**src/hw/rtl/dn_pkg.sv**
```systemverilog
package dn_pkg;

  localparam int MAX_INDEX = 16;
  localparam int IDX_W     = 5;
  localparam int VAL_W     = 64;
  localparam int NUM_CELLS = MAX_INDEX + 1;
  localparam int CNT_W     = $clog2(2 * MAX_INDEX + 1);
  localparam int SEL_W     = $clog2(NUM_CELLS);
  localparam int IN_DATA_W = 16;

  // Control wave that travels along the cell chain, one cell per cycle.
  typedef struct packed {
    logic en;     // cell computes one table row in this cycle
    logic first;  // the row is row zero
  } wave_t;

  function automatic logic [IDX_W-1:0] clamp_index(input logic [IDX_W-1:0] idx);
    logic [IDX_W-1:0] res;
    res = (idx > IDX_W'(MAX_INDEX)) ? IDX_W'(MAX_INDEX) : idx;
    return res;
  endfunction

endpackage

```
**src/hw/rtl/dn_cell.sv**
```systemverilog
module dn_cell import dn_pkg::*; (
  input  logic             clk_i,
  input  logic             rst_ni,
  input  wave_t            wave_i,
  input  logic             force_one_i,
  input  logic [VAL_W-1:0] left_val_i,
  input  logic [VAL_W-1:0] left_prev_i,
  output wave_t            wave_o,
  output logic [VAL_W-1:0] val_o,
  output logic [VAL_W-1:0] prev_o
);

  wave_t            wave_q;
  logic [VAL_W-1:0] val_q, val_d;
  logic [VAL_W-1:0] prev_q;

  // The left neighbor holds this row's value and the row above it, which
  // is the diagonal term; val_q still holds the entry from the row above.
  always_comb begin
    if (wave_i.first || force_one_i) begin
      val_d = VAL_W'(1);
    end else begin
      val_d = val_q + left_prev_i + left_val_i;
    end
  end

  always_ff @(posedge clk_i or negedge rst_ni) begin
    if (!rst_ni) begin
      wave_q <= '0;
    end else begin
      wave_q <= wave_i;
    end
  end

  always_ff @(posedge clk_i) begin
    if (wave_i.en) begin
      prev_q <= val_q;
      val_q  <= val_d;
    end
  end

  assign wave_o = wave_q;
  assign val_o  = val_q;
  assign prev_o = prev_q;

endmodule

```
**config.mk**
```make
export PLATFORM = sky130hd
export DESIGN_NAME = dn_cell
export DESIGN_NICKNAME = d
export VERILOG_FILES = /design/src/hw/rtl/dn_pkg.sv /design/src/hw/rtl/dn_cell.sv
export SDC_FILE = /design/constraint.sdc
export NUM_CORES = 1
export LEC_CHECK = 0
export BUFFER_PORTS_ARGS = -buffer_cell sky130_fd_sc_hd__buf_2
export CAP_MARGIN = 25
export CORE_UTILIZATION = 40
export DETAILED_ROUTE_END_ITERATION = 10
export HOLD_SLACK_MARGIN = 0.15
export PLACE_DENSITY_LB_ADDON = 0.2
export SLEW_MARGIN = 15
export SYNTH_ARGS = -nofsm -noshare
export SYNTH_HDL_FRONTEND = slang
export SYNTH_SLANG_ARGS = --single-unit
export TNS_END_PERCENT = 30
```
**constraint.sdc**
```tcl
create_clock -name clk_i -period 4.65 [get_ports clk_i]
set_clock_uncertainty 0.2 [all_clocks]
set_input_delay 0.6975 -clock clk_i [delete_from_list [all_inputs] [get_ports clk_i]]
set_output_delay 0.6975 -clock clk_i [all_outputs]
set_load 0.05 [all_outputs]
```
Word level (Yosys, flattened, before mapping)
Cells that the tools add are included.
{ "totals": {"regBits": 130, "input_bits": 133} }
{ "classes": {"addsub": 2, "reduce_logical": 1} }
{ "op_table": {"columns": ["op", "count"], "rows": [
  ["$add A64 B64 Y64", 2],
  ["$logic_or A1 B1 Y1", 1]
]} }

Longest topological paths before layout
{ "logic_depth": {"depth_word": 2, "ltp_mapped": 15} }

Least setup slack after synthesis
OpenSTA, ideal clock, no wires.
{ "synth_timing": {"path_kind": "in2reg", "from": "in left_val_i[1]", "to": "reg val_q[63] (netlist: val_o[63]), data pin", "path_slack_ns": 0.533, "required_time_ns": 4.196, "arrival_ns": 3.663, "n_path_buf": 1, "setup_time_ns": 0.254, "cell_stages": 13, "cell_sequence": "fa_1 > ha_1 > fa_1 > a211oi_1 > o21bai_1 > a32oi_1 > a21oi_1 > o21ai_1 > or3b_1 > clkbuf_1 > and4_1 > o21a_1 > o21a_1"} }
{ "synth_between": {"elab_chain_cells": 1} }
{ "synth_lines": {"columns": ["item", "line_no", "source"], "rows": [
  ["start: declaration", "dn_cell.sv:6", "input logic [VAL_W-1:0] left_val_i,"],
  ["$add A64 B64 Y64", "dn_cell.sv:23", "val_d = val_q + left_prev_i + left_val_i;"],
  ["end signal: assignment", "dn_cell.sv:38", "val_q <= val_d;"],
  ["end: declaration", "dn_cell.sv:14", "logic [VAL_W-1:0] val_q, val_d;"]
]} }
Every way passes these cells.
A chain may end at the register's enable or synchronous reset.

Worst setup path after layout
{ "layout_timing": {"from": "reg val_q[1] (netlist: val_o[1])", "to": "reg val_q[59] (netlist: val_o[59]), data pin"} }
{ "layout_between": {"elab_chain_cells": 2} }
{ "layout_lines": {"columns": ["item", "line_no"], "rows": [
  ["$add A64 B64 Y64 (2 in series)", "dn_cell.sv:23"]
]} }
Every way passes these cells.

==> out/results.env <==
KIND_OF_LAUNCH_POINT_OF_THE_WORST_SETUP_PATH='register'
FIRST_PASS_GRT_WIRE_LENGTH_UM=38500
FINAL_CELL_MIX='261 x sky130_fd_sc_hd__buf_2, 128 x sky130_fd_sc_hd__edfxtp_1, 93 x sky130_fd_sc_hd__nor2_1'
DP_CELLS=1413
ROUTE.FINAL.WIRE_LENGTH_UM=24700
MAXCAPVIOLATIONS=0
NETLIST_AREA_MM2=0.00956
FINAL-HOLD-VIOLATION-COUNT=0
DRT-INITIAL-DRC-COUNT=581
SYN_AREA_PER_CELL_UM2=11.2
TIMING.FINAL.CRIT_SHARE=0.925
ROWS=56
I_O_PIN_CNT=263
SYNTH-MAIN-FF-CELL='sky130_fd_sc_hd__edfxtp_1'
MAPPEDNETLISTNETS=1116
FINAL_NETS=1373
CRIT_CHAIN='fa_1 > ha_1 > fa_1 > a211oi_1 > o21bai_1 > a32oi_1 > a21oi_1 > o21ai_1 > or3b_1 > a21oi_1 > o21bai_1 > mux2i_1'
CRITICAL_PATH_REQUIRED_PS=4620
CLK_TRANSITION_REPORTED_PATHS_PS=60
NETLIST.TOP_CELL.BY_AREA='sky130_fd_sc_hd__edfxtp_1'
POSTCTSSETUPBUFFERS=0
FLOORPLAN.CORE_AREA_MM2=0.0235
IRDROPWORSTVDD_V=0.000212
START_UTIL=0.407
FINALCRITICALPERIOD_PS=4300
RESULT_OF_THE_RUN='finished, final reports clean'
FMAX_MHz=233
FP.DIEW_UM=157
KIND_OF_CAPTURE_POINT_OF_THE_WORST_SETUP_PATH='register'
TOTAL_LEAKAGE_POWER_nW=5.02
POST_CTS_RESIZE_COUNT=0
SYNTH_WARNINGS=0
GRT_ANTENNA_BEFORE_REPAIR=1
GRT_MAX_DEGREE=77
DIE-AREA_MM2=0.0245
CTS-HTREE-LEVELS=4
AREA_OVERHEAD_VS_SYNTH_PCT=22.2
FINALSETUPVIOLCOUNT=0
CLOCK_LATENCY_PS=430
CP_DATA_ARRIVAL_TIME_PS=4270
SYNTHTOPCELLSBYAREA='sky130_fd_sc_hd__edfxtp_1 40%, sky130_fd_sc_hd__fa_1 13%, sky130_fd_sc_hd__ha_1 8.1%'
SYNTH.FF_LATCH_COUNT=130
CTS_INSERTED_BUFFERS=17
FINISH.CELL_COUNT_WITHOUT_FILLERS=1445
CLOCK-SINKS=130
FINAL_CELL_AREA_MM2=0.0117
HOLD_PATH.CLASS='primary input to register'
GRT_USE_TOTAL=0.205
FINALWEIGHTEDCONGESTION=0.850
DIE_HEIGHT_UM=157
TRITONCTS_CLOCK_TREE='yes'
PLACEDINSTANCEAREA_MM2=0.0111
NUM_VIAS=7652
VIA_COUNT_OF_THE_FIRST_GLOBAL_ROUTING_PASS=7368
VIAS_PER_CELL=5.30
DETAILED_PLACE_HPWL_UM=19300
TIMING.FINAL.MAX_SLEW_VIOLATIONS=0
LAYOUT.CELLS.MOST_COMMON='sky130_fd_sc_hd__buf_2'
SYNTH.TOP_CELL.AREA_SHARE=0.402
POST_ROUTE_CELLS_DRIVE_ABOVE_1_SHARE=0.287
RSZ0062_AT_GRT='no'
GRT_OVERFLOW_TOTAL=0
ANTENNA_VIOLATING_NETS_POST_ROUTE=0
POWER_PER_CELL_AREA_mW_PER_MM2=510
WL_PER_CELL_UM=17.1
SYNTH-EDFF-COUNT=128
TIMING.CRITICAL_PATH.SLOWEST_STAGE_CELL='sky130_fd_sc_hd__fa_1'
ASYNC_FLOP_SHARE=0.0154
P_TOTAL_mW=5.96
SEQ_AREA_FRAC_SYNTH=0.407
POST_CTS_HOLD_BUFFER_COUNT=1
SYN_INST=857
SLEW_HEADROOM=0.480
DRC_MARKERS=0
WORST_PATH_LARGEST_CELL_DELAY_PS=470
CTS_ROOT_BUFFER='sky130_fd_sc_hd__clkbuf_16'
CLOCK_TREE_BUF_DEPTH=2
WORST_SETUP_PATH_CLASS='register to register'
FIRSTDRTPASSITERS=5
CRITICAL_PATH_FANOUT_MAX=5
NUMBER_OF_BUFFER_CELLS_ADDED_ON_PRIMARY_PORTS=262
MAX_SLEW.WORST_PIN.SLEW_PS=777
YS_TYPES=77
## metrics by stage
stage / hold slack [ps] / setup WS [ps] / util / setup TNS [ps]
final: 265 / 351 / 0.498 / 0
after global routing: 256 / 101 / 0.498 / 0
after floorplan: 202 / 533 / - / 0
after global placement: 268 / 40.1 / 0.471 / 0
after CTS: 251 / 344 / 0.498 / 0
after detailed placement: 262 / -45.9 / 0.471 / -154
## cell families after synthesis
group           count (synthesis)  synth area share
simple gates                  256             0.127
compound gates                239             0.165
flops                         130             0.407
fa+ha+maj                     126             0.215
buf+inv                        55            0.0386
xor+xnor                       48            0.0440
mux                             3           0.00314
## where the power goes
part | switching, mW | leakage, nW | internal (mW)
logic | 1.91 | 3.41 | 1.03
clock network | 0.553 | 0.289 | 0.893
registers | 0.0930 | 1.32 | 1.48
## final cells by class
cell class | count | area (µm²)
fillers | 2147 | 11800
clock buffers | 17 | 425
multi-input cells | 672 | 5300
diodes | 1 | 2.50
well taps | 319 | 399
repair buffers | 274 | 1410
flip-flops and latches | 130 | 3890
clock inverters | 13 | 186
inverters | 19 | 71.3
## worst max-delay path: cells and delay by family, from the launching register on
kind            cells  cell delay (ps)
flops               1              420
fa+ha+maj           3             1180
compound gates      7             1650
simple gates        1              460
mux                 1              140
## routing by layer
layer / vias up / GRT usage / share of wire
met5: - / 0 / 0
met4: 0 / 0.0719 / 0.020
li1: 3680 / - / -
met3: 33 / 0.0393 / 0.056
met1: 3652 / 0.296 / 0.48
met2: 287 / 0.306 / 0.44
## cell usage after synthesis, types with 3 or more instances
library cell / n
sky130_fd_sc_hd__mux2i_1: 3
sky130_fd_sc_hd__or3_1: 6
sky130_fd_sc_hd__xor2_1: 22
sky130_fd_sc_hd__or2_2: 3
sky130_fd_sc_hd__ha_1: 62
sky130_fd_sc_hd__o21ai_0: 42
sky130_fd_sc_hd__nand3_1: 11
sky130_fd_sc_hd__a31oi_1: 5
sky130_fd_sc_hd__o2111ai_1: 4
sky130_fd_sc_hd__fa_1: 64
sky130_fd_sc_hd__a211oi_1: 11
sky130_fd_sc_hd__o31ai_1: 3
sky130_fd_sc_hd__o21bai_1: 9
sky130_fd_sc_hd__clkbuf_8: 4
sky130_fd_sc_hd__o21a_1: 11
sky130_fd_sc_hd__xnor2_1: 26
sky130_fd_sc_hd__clkbuf_1: 16
sky130_fd_sc_hd__o21ai_1: 9
sky130_fd_sc_hd__buf_6: 5
sky130_fd_sc_hd__o22ai_1: 5
sky130_fd_sc_hd__and2_1: 4
sky130_fd_sc_hd__nand2_1: 71
sky130_fd_sc_hd__a21oi_1: 71
sky130_fd_sc_hd__and3_1: 6
sky130_fd_sc_hd__edfxtp_1: 128
sky130_fd_sc_hd__inv_1: 19
sky130_fd_sc_hd__nor2_1: 93
sky130_fd_sc_hd__nor3b_1: 5
sky130_fd_sc_hd__a21o_1: 31
sky130_fd_sc_hd__buf_4: 7
sky130_fd_sc_hd__a21boi_0: 3
sky130_fd_sc_hd__o211ai_1: 8
sky130_fd_sc_hd__nand4_1: 16
sky130_fd_sc_hd__nor2b_1: 4
sky130_fd_sc_hd__nor3_1: 17
sky130_fd_sc_hd__a221o_1: 3
## sequential cells by signal, summed over array words and instances, names as in the netlist
register and flops:
prev_o 64, wave_o 2, val_o 64
## worst paths after layout
| check | from | endpoint | slack [ps] | depth (start not counted) |
|---|---|---|---|---|
| min in group asynchronous | rst_ni | wave_o[0]$_DFF_PN0_ | 390 | 2 |
| worst max register to register | val_o[1]$_SDFFCE_PP0P_ | val_o[59]$_SDFFCE_PP0P_ | 350 | 12 |
| worst max-delay path | val_o[1]$_SDFFCE_PP0P_ | val_o[59]$_SDFFCE_PP0P_ | 350 | 12 |
| worst min-delay path | wave_i[0] | wave_o[0]$_DFF_PN0_ | 270 | 1 |
| worst min register to register | val_o[0]$_SDFFCE_PP1P_ | prev_o[0]$_DFFE_PP_ | 280 | 0 |
| max in group asynchronous | rst_ni | wave_o[1]$_DFF_PN0_ | 3770 | 2 |
No activity file was read; power rests on OpenSTA's default activity.
